### config.mk
export PLATFORM = sky130hd
export DESIGN_NAME = isolation_window_isotope_enumerator_top_flat
export DESIGN_NICKNAME = d
export VERILOG_FILES = /design/src/rtl/iwie_pkg.sv /design/src/rtl/iwie_in_if.sv /design/src/rtl/iwie_out_if.sv /design/src/rtl/iwie_dp.sv /design/src/rtl/iwie_ctrl.sv /design/src/rtl/isolation_window_isotope_enumerator_top.sv /design/src/flat_wrapper.sv
export SDC_FILE = /design/constraint.sdc
export NUM_CORES = 2
export LEC_CHECK = 0
export BUFFER_PORTS_ARGS = -buffer_cell sky130_fd_sc_hd__buf_2
export CAP_MARGIN = 20
export CORE_ASPECT_RATIO = 1.4
export CORE_MARGIN = 1
export CORE_UTILIZATION = 50
export CTS_BUF_LIST = sky130_fd_sc_hd__clkbuf_4 sky130_fd_sc_hd__clkbuf_8
export DETAILED_ROUTE_END_ITERATION = 8
export GPL_TIMING_DRIVEN = 1
export PLACE_DENSITY = 0.69
export SLEW_MARGIN = 0
export SYNTH_ARGS = -nofsm -noshare
export SYNTH_HDL_FRONTEND = slang
export SYNTH_SLANG_ARGS = --single-unit
### constraint.sdc
create_clock -name i_clk -period 8.67 [get_ports i_clk]
set_clock_uncertainty 0.05 [all_clocks]
set_input_delay 0.867 -clock i_clk [delete_from_list [all_inputs] [get_ports i_clk]]
set_output_delay 0.867 -clock i_clk [all_outputs]
set_load 0.005 [all_outputs]
### src/rtl/iwie_pkg.sv
`default_nettype none
// ----------------------------------------------------------------------------
// iwie_pkg
// Shared types, constants and helpers for the isotope enumerator.
// ----------------------------------------------------------------------------
package iwie_pkg;

    localparam int CHARGE_LIMIT  = 4;
    localparam int ISOTOPE_LIMIT = 7;

    localparam logic [2:0] REG_MIN_CHARGE  = 3'd0;
    localparam logic [2:0] REG_MAX_CHARGE  = 3'd1;
    localparam logic [2:0] REG_MAX_ISOTOPE = 3'd2;
    localparam logic [2:0] REG_CHARGE_PROB = 3'd3;

    localparam logic signed [35:0] PROTON_Q21 = 36'sd2112412;
    localparam logic signed [35:0] MASS_MAX   = 36'sh7FFFFFFFF;
    localparam logic signed [35:0] MASS_MIN   = 36'sh800000000;
    localparam logic signed [27:0] LIK_MAX    = 28'sh7FFFFFF;
    localparam logic signed [27:0] LIK_MIN    = 28'sh8000000;

    typedef struct packed {
        logic       load;
        logic       calc;
        logic       mul;
        logic       rnd;
        logic [2:0] charge;
        logic [2:0] first;
        logic [2:0] last;
        logic [2:0] miso;
        logic       last_of_run;
    } t_dp_cmd;

    typedef struct packed {
        logic reach_le_width;
    } t_dp_status;

    function automatic logic [21:0] f_spacing(input logic [2:0] z);
        logic [21:0] s;
        unique case (z)
            3'd1:    s = 22'd2104188;
            3'd2:    s = 22'd1052094;
            3'd3:    s = 22'd701396;
            3'd4:    s = 22'd526047;
            default: s = 22'd0;
        endcase
        return s;
    endfunction

    function automatic logic signed [35:0] f_sat_mass(input logic signed [39:0] v);
        logic signed [35:0] r;
        if (v > 40'(MASS_MAX)) begin
            r = MASS_MAX;
        end else if (v < 40'(MASS_MIN)) begin
            r = MASS_MIN;
        end else begin
            r = v[35:0];
        end
        return r;
    endfunction

    function automatic logic signed [27:0] f_sat_lik(input logic signed [46:0] v);
        logic signed [27:0] r;
        if (v > 47'(LIK_MAX)) begin
            r = LIK_MAX;
        end else if (v < 47'(LIK_MIN)) begin
            r = LIK_MIN;
        end else begin
            r = v[27:0];
        end
        return r;
    endfunction

endpackage
`default_nettype wire

### src/rtl/iwie_in_if.sv
`default_nettype none
// ----------------------------------------------------------------------------
// iwie_in_if
// Isolation window request channel.
// ----------------------------------------------------------------------------
interface iwie_in_if;
    logic        valid;
    logic        ready;
    logic [31:0] isolation_center;
    logic [25:0] isolation_width;

    modport source(output valid, output isolation_center, output isolation_width,
                   input ready);
    modport sink(input valid, input isolation_center, input isolation_width,
                 output ready);
endinterface
`default_nettype wire

### src/rtl/iwie_out_if.sv
`default_nettype none
// ----------------------------------------------------------------------------
// iwie_out_if
// Candidate result channel.
// ----------------------------------------------------------------------------
interface iwie_out_if;
    logic               valid;
    logic               ready;
    logic signed [35:0] min_mono_mass;
    logic signed [35:0] max_mono_mass;
    logic [2:0]         charge;
    logic [2:0]         first_isotope;
    logic [2:0]         last_isotope;
    logic signed [27:0] likelihood;
    logic               last_of_run;

    modport source(output valid, output min_mono_mass, output max_mono_mass,
                   output charge, output first_isotope, output last_isotope,
                   output likelihood, output last_of_run, input ready);
    modport sink(input valid, input min_mono_mass, input max_mono_mass,
                 input charge, input first_isotope, input last_isotope,
                 input likelihood, input last_of_run, output ready);
endinterface
`default_nettype wire

### src/rtl/iwie_dp.sv
`default_nettype none
// ----------------------------------------------------------------------------
// iwie_dp
// Window bounds, shift limits, mass and likelihood arithmetic.
// ----------------------------------------------------------------------------
module iwie_dp (
    input  wire logic                 i_clk,
    input  wire iwie_pkg::t_dp_cmd    i_cmd,
    output iwie_pkg::t_dp_status      o_status,
    input  wire logic [31:0]          i_center,
    input  wire logic [25:0]          i_width,
    input  wire logic [63:0]          i_probs,
    output logic signed [35:0]        o_min_mono_mass,
    output logic signed [35:0]        o_max_mono_mass,
    output logic [2:0]                o_charge,
    output logic [2:0]                o_first_isotope,
    output logic [2:0]                o_last_isotope,
    output logic signed [27:0]        o_likelihood,
    output logic                      o_last_of_run
);
    import iwie_pkg::*;

    logic signed [35:0] r_left, r_right;
    logic [26:0]        r_w;
    logic signed [35:0] r_sl, r_sr, r_inner;
    logic signed [39:0] r_mn, r_mx;
    logic signed [46:0] r_lik;
    logic [21:0]        s;
    logic [3:0]         k_span, k_reach;
    logic [24:0]        inner, span, reach;
    logic signed [35:0] n_sl, n_sr;
    logic signed [35:0] a_mn, a_mx, diff;
    logic [15:0]        prob;
    logic signed [39:0] rnd_mn, rnd_mx;
    logic signed [46:0] rnd_lik;

    always_comb begin
        s       = f_spacing(i_cmd.charge);
        k_span  = 4'(i_cmd.last) - 4'(i_cmd.first);
        k_reach = k_span + 4'd1;
        inner   = 25'(i_cmd.first) * 25'(s);
        span    = 25'(k_span) * 25'(s);
        reach   = 25'(k_reach) * 25'(s);
        o_status.reach_le_width = (27'(reach) <= r_w);
        if (i_cmd.first != 3'd0 && r_w >= 27'(reach)) begin
            n_sr = r_left + 36'(s);
        end else begin
            n_sr = r_right - 36'(span);
        end
        if (i_cmd.last != i_cmd.miso && r_w > 27'(reach)) begin
            n_sl = r_right - 36'(s) - 36'(span);
        end else begin
            n_sl = r_left;
        end
        a_mn = r_sl - r_inner - PROTON_Q21;
        a_mx = r_sr - r_inner - PROTON_Q21;
        diff = r_sr - r_sl;
        unique case (i_cmd.charge)
            3'd1:    prob = i_probs[15:0];
            3'd2:    prob = i_probs[31:16];
            3'd3:    prob = i_probs[47:32];
            3'd4:    prob = i_probs[63:48];
            default: prob = 16'd0;
        endcase
        rnd_mn  = (r_mn + 40'sd1) >>> 1;
        rnd_mx  = (r_mx + 40'sd1) >>> 1;
        rnd_lik = (r_lik + 47'sd65536) >>> 17;
    end

    always_ff @(posedge i_clk) begin
        if (i_cmd.load) begin
            r_left  <= $signed({3'b0, i_center, 1'b0}) - $signed({10'b0, i_width});
            r_right <= $signed({3'b0, i_center, 1'b0}) + $signed({10'b0, i_width});
            r_w     <= {i_width, 1'b0};
        end
        if (i_cmd.calc) begin
            r_sl    <= n_sl;
            r_sr    <= n_sr;
            r_inner <= $signed({11'b0, inner});
        end
        if (i_cmd.mul) begin
            r_mn  <= $signed({1'b0, i_cmd.charge}) * a_mn;
            r_mx  <= $signed({1'b0, i_cmd.charge}) * a_mx;
            r_lik <= $signed(diff[29:0]) * $signed({1'b0, prob});
        end
        if (i_cmd.rnd) begin
            o_min_mono_mass <= f_sat_mass(rnd_mn);
            o_max_mono_mass <= f_sat_mass(rnd_mx);
            o_likelihood    <= f_sat_lik(rnd_lik);
            o_charge        <= i_cmd.charge;
            o_first_isotope <= i_cmd.first;
            o_last_isotope  <= i_cmd.last;
            o_last_of_run   <= i_cmd.last_of_run;
        end
    end

endmodule
`default_nettype wire

### src/rtl/iwie_ctrl.sv
`default_nettype none
// ----------------------------------------------------------------------------
// iwie_ctrl
// Sequencer over charge and isotope window positions.
// ----------------------------------------------------------------------------
module iwie_ctrl (
    input  wire logic                i_clk,
    input  wire logic                i_rst_n,
    input  wire logic [2:0]          i_min_charge,
    input  wire logic [2:0]          i_max_charge,
    input  wire logic [2:0]          i_max_isotope,
    input  wire logic                i_in_valid,
    output logic                     o_in_ready,
    output logic                     o_out_valid,
    input  wire logic                i_out_ready,
    output iwie_pkg::t_dp_cmd        o_cmd,
    input  wire iwie_pkg::t_dp_status i_status
);
    import iwie_pkg::*;

    typedef enum logic [4:0] {
        S_IDLE = 5'b00001,
        S_CALC = 5'b00010,
        S_MUL  = 5'b00100,
        S_RND  = 5'b01000,
        S_EMIT = 5'b10000
    } t_state;

    t_state     r_state, n_state;
    logic [2:0] r_z, r_f, r_l, r_nz, r_nf, r_nl;
    logic       r_last;
    logic [2:0] lo, hi;
    logic [3:0] step_f, step_l;
    logic [2:0] n_nz, n_nf, n_nl;
    logic       n_last;
    logic       in_acc;

    always_comb begin
        lo = (i_min_charge == 3'd0) ? 3'd1 : i_min_charge;
        hi = (i_max_charge > 3'(CHARGE_LIMIT)) ? 3'(CHARGE_LIMIT) : i_max_charge;
        in_acc = i_in_valid && o_in_ready;
        if (r_l < i_max_isotope && i_status.reach_le_width) begin
            step_f = {1'b0, r_f};
            step_l = {1'b0, r_l} + 4'd1;
        end else begin
            step_f = {1'b0, r_f} + 4'd1;
            step_l = (step_f > {1'b0, r_l}) ? {1'b0, r_l} + 4'd1 : {1'b0, r_l};
        end
        if (step_f > {1'b0, i_max_isotope}) begin
            n_nz   = r_z + 3'd1;
            n_nf   = 3'd0;
            n_nl   = 3'd0;
            n_last = (r_z == hi);
        end else begin
            n_nz   = r_z;
            n_nf   = step_f[2:0];
            n_nl   = step_l[2:0];
            n_last = 1'b0;
        end
    end

    always_comb begin
        n_state = r_state;
        unique case (r_state)
            S_IDLE: if (in_acc && lo <= hi) n_state = S_CALC;
            S_CALC: n_state = S_MUL;
            S_MUL:  n_state = S_RND;
            S_RND:  n_state = S_EMIT;
            S_EMIT: begin
                if (i_out_ready) n_state = r_last ? S_IDLE : S_CALC;
            end
            default: n_state = S_IDLE;
        endcase
    end

    always_ff @(posedge i_clk) begin
        if (!i_rst_n) begin
            r_state <= S_IDLE;
        end else begin
            r_state <= n_state;
        end
    end

    always_ff @(posedge i_clk) begin
        if (r_state == S_IDLE && in_acc) begin
            r_z <= lo;
            r_f <= 3'd0;
            r_l <= 3'd0;
        end
        if (r_state == S_CALC) begin
            r_nz   <= n_nz;
            r_nf   <= n_nf;
            r_nl   <= n_nl;
            r_last <= n_last;
        end
        if (r_state == S_EMIT && i_out_ready) begin
            r_z <= r_nz;
            r_f <= r_nf;
            r_l <= r_nl;
        end
    end

    assign o_in_ready  = (r_state == S_IDLE);
    assign o_out_valid = (r_state == S_EMIT);

    always_comb begin
        o_cmd.load        = in_acc;
        o_cmd.calc        = (r_state == S_CALC);
        o_cmd.mul         = (r_state == S_MUL);
        o_cmd.rnd         = (r_state == S_RND);
        o_cmd.charge      = r_z;
        o_cmd.first       = r_f;
        o_cmd.last        = r_l;
        o_cmd.miso        = i_max_isotope;
        o_cmd.last_of_run = r_last;
    end

    a_no_overlap: assert property (@(posedge i_clk) disable iff (!i_rst_n)
        !(o_in_ready && o_out_valid))
        else $error("request and result both open");

    a_window_order: assert property (@(posedge i_clk) disable iff (!i_rst_n)
        (r_state == S_CALC) |-> (r_f <= r_l))
        else $error("isotope window inverted");

    a_emit_next: assert property (@(posedge i_clk) disable iff (!i_rst_n)
        (r_state == S_EMIT && i_out_ready && !r_last) |=> (r_state == S_CALC))
        else $error("walk stopped early");

    a_emit_done: assert property (@(posedge i_clk) disable iff (!i_rst_n)
        (r_state == S_EMIT && i_out_ready && r_last) |=> o_in_ready)
        else $error("walk did not finish");

endmodule
`default_nettype wire

### src/rtl/isolation_window_isotope_enumerator_top.sv
`default_nettype none
// ----------------------------------------------------------------------------
// isolation_window_isotope_enumerator_top
// Enumerates precursor candidates for one isolation window.
// ----------------------------------------------------------------------------
// One request in, one candidate beat per window position out, for every
// charge from min_charge (at least 1) to max_charge (at most 4) and a walk of
// isotope windows over 0..max_isotope; last_of_run marks the final beat. Each
// candidate passes the sequencer states bounds, multiply, round and emit, the
// emit state holding while the output stalls, so a request yields up to 60
// candidates and no new request is taken before its run ends; a new request
// is taken in the cycle after the last beat is taken.
// An empty charge range takes the request and emits nothing.
module isolation_window_isotope_enumerator_top (
    input  wire logic        i_clk,
    input  wire logic        i_rst_n,
    input  wire logic        i_cfg_we,
    input  wire logic [2:0]  i_cfg_idx,
    input  wire logic [63:0] i_cfg_data,
    iwie_in_if.sink          i_in,
    iwie_out_if.source       o_out
);
    import iwie_pkg::*;

    logic [2:0]  r_min_charge, r_max_charge, r_max_isotope;
    logic [63:0] r_probs;
    t_dp_cmd     cmd;
    t_dp_status  status;

    always_ff @(posedge i_clk) begin
        if (!i_rst_n) begin
            r_min_charge  <= 3'd1;
            r_max_charge  <= 3'd4;
            r_max_isotope <= 3'd5;
            r_probs       <= 64'd0;
        end else if (i_cfg_we) begin
            unique case (i_cfg_idx)
                REG_MIN_CHARGE:  r_min_charge  <= i_cfg_data[2:0];
                REG_MAX_CHARGE:  r_max_charge  <= i_cfg_data[2:0];
                REG_MAX_ISOTOPE: r_max_isotope <= i_cfg_data[2:0];
                REG_CHARGE_PROB: r_probs       <= i_cfg_data;
                default: ;
            endcase
        end
    end

    iwie_ctrl u_ctrl (
        .i_clk         (i_clk),
        .i_rst_n       (i_rst_n),
        .i_min_charge  (r_min_charge),
        .i_max_charge  (r_max_charge),
        .i_max_isotope (r_max_isotope),
        .i_in_valid    (i_in.valid),
        .o_in_ready    (i_in.ready),
        .o_out_valid   (o_out.valid),
        .i_out_ready   (o_out.ready),
        .o_cmd         (cmd),
        .i_status      (status)
    );

    iwie_dp u_dp (
        .i_clk           (i_clk),
        .i_cmd           (cmd),
        .o_status        (status),
        .i_center        (i_in.isolation_center),
        .i_width         (i_in.isolation_width),
        .i_probs         (r_probs),
        .o_min_mono_mass (o_out.min_mono_mass),
        .o_max_mono_mass (o_out.max_mono_mass),
        .o_charge        (o_out.charge),
        .o_first_isotope (o_out.first_isotope),
        .o_last_isotope  (o_out.last_isotope),
        .o_likelihood    (o_out.likelihood),
        .o_last_of_run   (o_out.last_of_run)
    );

endmodule
`default_nettype wire

### src/flat_wrapper.sv
// flat-port wrapper written by rule: the top's interface ports become plain ports
module isolation_window_isotope_enumerator_top_flat import iwie_pkg::*;
  (i_clk, i_rst_n, i_cfg_we, i_cfg_idx, i_cfg_data, i_in_valid, i_in_isolation_center, i_in_isolation_width, i_in_ready, o_out_valid, o_out_min_mono_mass, o_out_max_mono_mass, o_out_charge, o_out_first_isotope, o_out_last_isotope, o_out_likelihood, o_out_last_of_run, o_out_ready);
  iwie_in_if i_in_i ();
  iwie_out_if o_out_i ();
  input  wire logic i_clk;
  input  wire logic i_rst_n;
  input  wire logic i_cfg_we;
  input  wire logic [2:0] i_cfg_idx;
  input  wire logic [63:0] i_cfg_data;
  input wire logic [$bits(i_in_i.valid)-1:0] i_in_valid;
  input wire logic [$bits(i_in_i.isolation_center)-1:0] i_in_isolation_center;
  input wire logic [$bits(i_in_i.isolation_width)-1:0] i_in_isolation_width;
  output wire logic [$bits(i_in_i.ready)-1:0] i_in_ready;
  output wire logic [$bits(o_out_i.valid)-1:0] o_out_valid;
  output wire logic [$bits(o_out_i.min_mono_mass)-1:0] o_out_min_mono_mass;
  output wire logic [$bits(o_out_i.max_mono_mass)-1:0] o_out_max_mono_mass;
  output wire logic [$bits(o_out_i.charge)-1:0] o_out_charge;
  output wire logic [$bits(o_out_i.first_isotope)-1:0] o_out_first_isotope;
  output wire logic [$bits(o_out_i.last_isotope)-1:0] o_out_last_isotope;
  output wire logic [$bits(o_out_i.likelihood)-1:0] o_out_likelihood;
  output wire logic [$bits(o_out_i.last_of_run)-1:0] o_out_last_of_run;
  input wire logic [$bits(o_out_i.ready)-1:0] o_out_ready;
  assign i_in_i.valid = i_in_valid;
  assign i_in_i.isolation_center = i_in_isolation_center;
  assign i_in_i.isolation_width = i_in_isolation_width;
  assign i_in_ready = i_in_i.ready;
  assign o_out_valid = o_out_i.valid;
  assign o_out_min_mono_mass = o_out_i.min_mono_mass;
  assign o_out_max_mono_mass = o_out_i.max_mono_mass;
  assign o_out_charge = o_out_i.charge;
  assign o_out_first_isotope = o_out_i.first_isotope;
  assign o_out_last_isotope = o_out_i.last_isotope;
  assign o_out_likelihood = o_out_i.likelihood;
  assign o_out_last_of_run = o_out_i.last_of_run;
  assign o_out_i.ready = o_out_ready;
  isolation_window_isotope_enumerator_top u_core (.i_clk(i_clk), .i_rst_n(i_rst_n), .i_cfg_we(i_cfg_we), .i_cfg_idx(i_cfg_idx), .i_cfg_data(i_cfg_data), .i_in(i_in_i), .o_out(o_out_i));
endmodule
==> flow_summary.toml <==
[power_and_ir_drop]
cellLeakagePower_nw = 33.4
max-vdd-ir-drop_uv = 231
power_density_nw_per_um2 = 274

[final_layout]
multi_input_gate_area_um2 = 45300
seqCellArea_um2 = 14400
layout.cell_area.non_filler_um2 = 72900
drive_above_1_share = 0.122
nNetsFinal = 9262
final.fill_count = 11600
syn_to_final_growth_pct = 12.4
final_cell_mix = "1237 x inv_1, 791 x nand2_1, 661 x ha_1"
layout.cells.most_common = "inv_1"

[setup_path]
path_delay_family = "adder cells"
timing.critical_path.slowest_stage_cell = "fa_1"
crit_path_kind = "flip-flop to flip-flop"
crit_path_largest_cell_delay_ns = 0.55
worstPathBufferInverterCount = 6
endpoint_kind = "flip-flop"
worst_path_most_repeated_cell = "fa_1"
critPathLaunchType = "flip-flop"
critical_path_required_ns = 9.16
worst_r2r_path_depth = 32
critical_path_depth = 32
worst-path-max-fanout = 6
timing.critical_path.arrival_ns = 9.08

[cts]
cts.clk_slew.worst_paths_ns = 0.07
clk_latency_ns = 0.81
htree_levels = 3
cts_root_buffer = "clkbuf_8"
cts.path.max_buffers = 3
cts_tree = "done"
cts-buffers-inserted = 84
cts.sinks = 507
holdBufCountCts = 0

[placement]
place_area_um2 = 70300
place.port_buffers = 241
gp_congestion = 0.978
dp_hpwl_um = 149000

[synth]
synthMuxAreaShare = 0.00625
synth_top_cells_by_area = "edfxtp_1 20%, fa_1 19%, ha_1 13%, inv_1 7.2%, nand2_1 4.6%"
synth_top_family_by_area = "adder cells"
postSynthCellCount = 7337
yosys.area_share.xor_xnor = 0.0695
synth_top_area_share = 0.199
postSynth.asyncResetShare = 0
synth-edff-count = 429
yosys_most_used_dff = "edfxtp_1"
share_of_synthesized_area_occupied_by_flip_flops_and_latches = 0.223
postSynthAreaPerCell_um2 = 8.84
library_cell_with_the_largest_summed_area_after_synthesis = "edfxtp_1"
synth_simple_gate_area_frac = 0.154
yosys_register_bits = 507
synth-adder-area-share = 0.324
synth_cell_area_um2 = 64800
synthesis_warning_total = 0
synth_compound_gate_area_share = 0.137
synthesis.nets = 8769
post_synth_num_cell_types = 105

[timing]
min_period_over_period = 0.991
slew_viol_final = 0
relSlewSlack = 0.203
timing.final.setup_violations = 0
fin_tns_setup_ns = 0
min_period_ns = 8.59
setup_repair_after_global_routing_missed_its_margin = "true"
fmax_mhz = 116
worst_pin_slew_ns = 1.17
hold_viol = 0

[floorplan]
initial_utilization = 0.503
fp.dieArea_um2 = 131000
fp.coreArea_um2 = 129000
core.rowCount = 156
fp.dieW_um = 306
io_pins = 242
die-height_um = 428

[job]
maxCapViolCount = 0

[grt]
overflow = 0
antenna_found_initial = 4
grt_start_max_net_pins = 75
groute.usage.overall = 0.272
grt_pass1_wl_um = 282000
grt_pass1_vias = 53400

[worst_hold_path]
number_of_cells_traversed_by_the_worst_hold_path = 1
hold_path_class = "input pin to flip-flop"

[routing]
viasPerCell = 5.51
firstDrtPassIters = 5
route.final.wire_length_um = 179000
drc = 0
route.vias.total = 52600
ant_nets = 0
drt-initial-drc-count = 3060
wire_per_inst_um = 18.7

[status]
outcome = "finished clean"
[path summary, 6_finish.rpt]
check                                               from  slack [ns]                     to
worst max-delay path                 u_core.u_dp.r_sr[1]        0.08  u_core.u_dp.r_lik[46]
worst min-delay path            i_in_isolation_width[22]        0.23    u_core.u_dp.r_w[23]
worst max register to register       u_core.u_dp.r_sr[1]        0.08  u_core.u_dp.r_lik[46]
worst min register to register         u_core.r_probs[7]        0.41      u_core.r_probs[7]
[layer usage]
metal | global-route usage | routed length, um | vias to the layer above
met5 | 0 | 0 | -
met4 | 0.125 | 8670 | 0
met3 | 0.0315 | 7670 | 385
met2 | 0.495 | 92600 | 1432
met1 | 0.315 | 70100 | 25600
li1 | - | - | 25200
[timing repair]
item	4_1_cts	5_1_grt
setup buffers	1	22
setup endpoints to repair	12	46
resized for setup	7	99
pin swaps	1	57
cloned	0	2
[metrics by stage]
step	power, mW	setup WS [ns]	utilization	hold WS (ns)	instances
after global placement	17.1	-0.145	0.546	0.400	9374
final	19.9	0.0776	0.566	0.225	9557
after detailed placement	17.3	-0.123	0.546	0.405	9374
after CTS	19.7	0.0257	0.560	0.131	9525
after floorplan	13.2	0.0584	-	0.374	7337
after global routing	21.6	-0.169	0.566	0.196	9557
[flip-flops by register name (all words and copies together) (netlist names), 31 cells and up]
| signal | flops |
|---|---|
| u_core.r_probs | 64 |
| u_core.u_dp.o_max_mono_mass | 36 |
| u_core.u_dp.o_min_mono_mass | 36 |
| u_core.u_dp.r_left | 34 |
| u_core.u_dp.r_lik | 31 |
| u_core.u_dp.r_mn | 40 |
| u_core.u_dp.r_mx | 40 |
| u_core.u_dp.r_right | 33 |
| u_core.u_dp.r_sl | 36 |
| u_core.u_dp.r_sr | 36 |
[cells by family after synthesis]
logic type / Yosys count
AOI/OAI and AO/OA: 1362
DFF: 507
and+or+nand+nor: 2132
adders and majority gates: 1302
muxes: 39
xor gates and xnor gates: 512
buffers and inverters: 1483
[synth_stat cells (27+ instances only)]
master / number
o21bai_1: 47
and2_1: 143
dfxtp_1: 78
nor2_1: 497
o211ai_1: 27
nand2_1: 796
nand2b_1: 91
or3_1: 35
and3_1: 73
xor2_1: 193
mux2i_1: 27
a21o_1: 139
buf_2: 27
o21ai_1: 91
xnor2_1: 316
a211oi_1: 43
a31oi_1: 49
fa_1: 629
o21ai_0: 272
ha_1: 673
nor3_1: 97
inv_1: 1246
nand4_1: 54
nor2b_1: 108
edfxtp_1: 429
a21boi_0: 79
clkbuf_1: 188
a21oi_1: 335
nand3_1: 130
o21a_1: 49
[power breakdown]
part / switching, mW / internal (mW)
Clock: 1.05 / 1.22
Sequential: 0.154 / 3.30
Combinational: 8.37 / 5.83
Total: 9.58 / 10.4
[area by class of cell]
cell class                      count  area share
Timing Repair Buffer              642      0.0630
Tap cell                         1659      0.0285
Clock inverter                     46     0.00597
Multi-Input combinational cell   5347       0.622
Inverter                         1248      0.0643
Clock buffer                      104      0.0182
Antenna cell                        4    0.000137
Sequential cell                   507       0.198
Note: power is estimated with default switching activity, not from simulation.
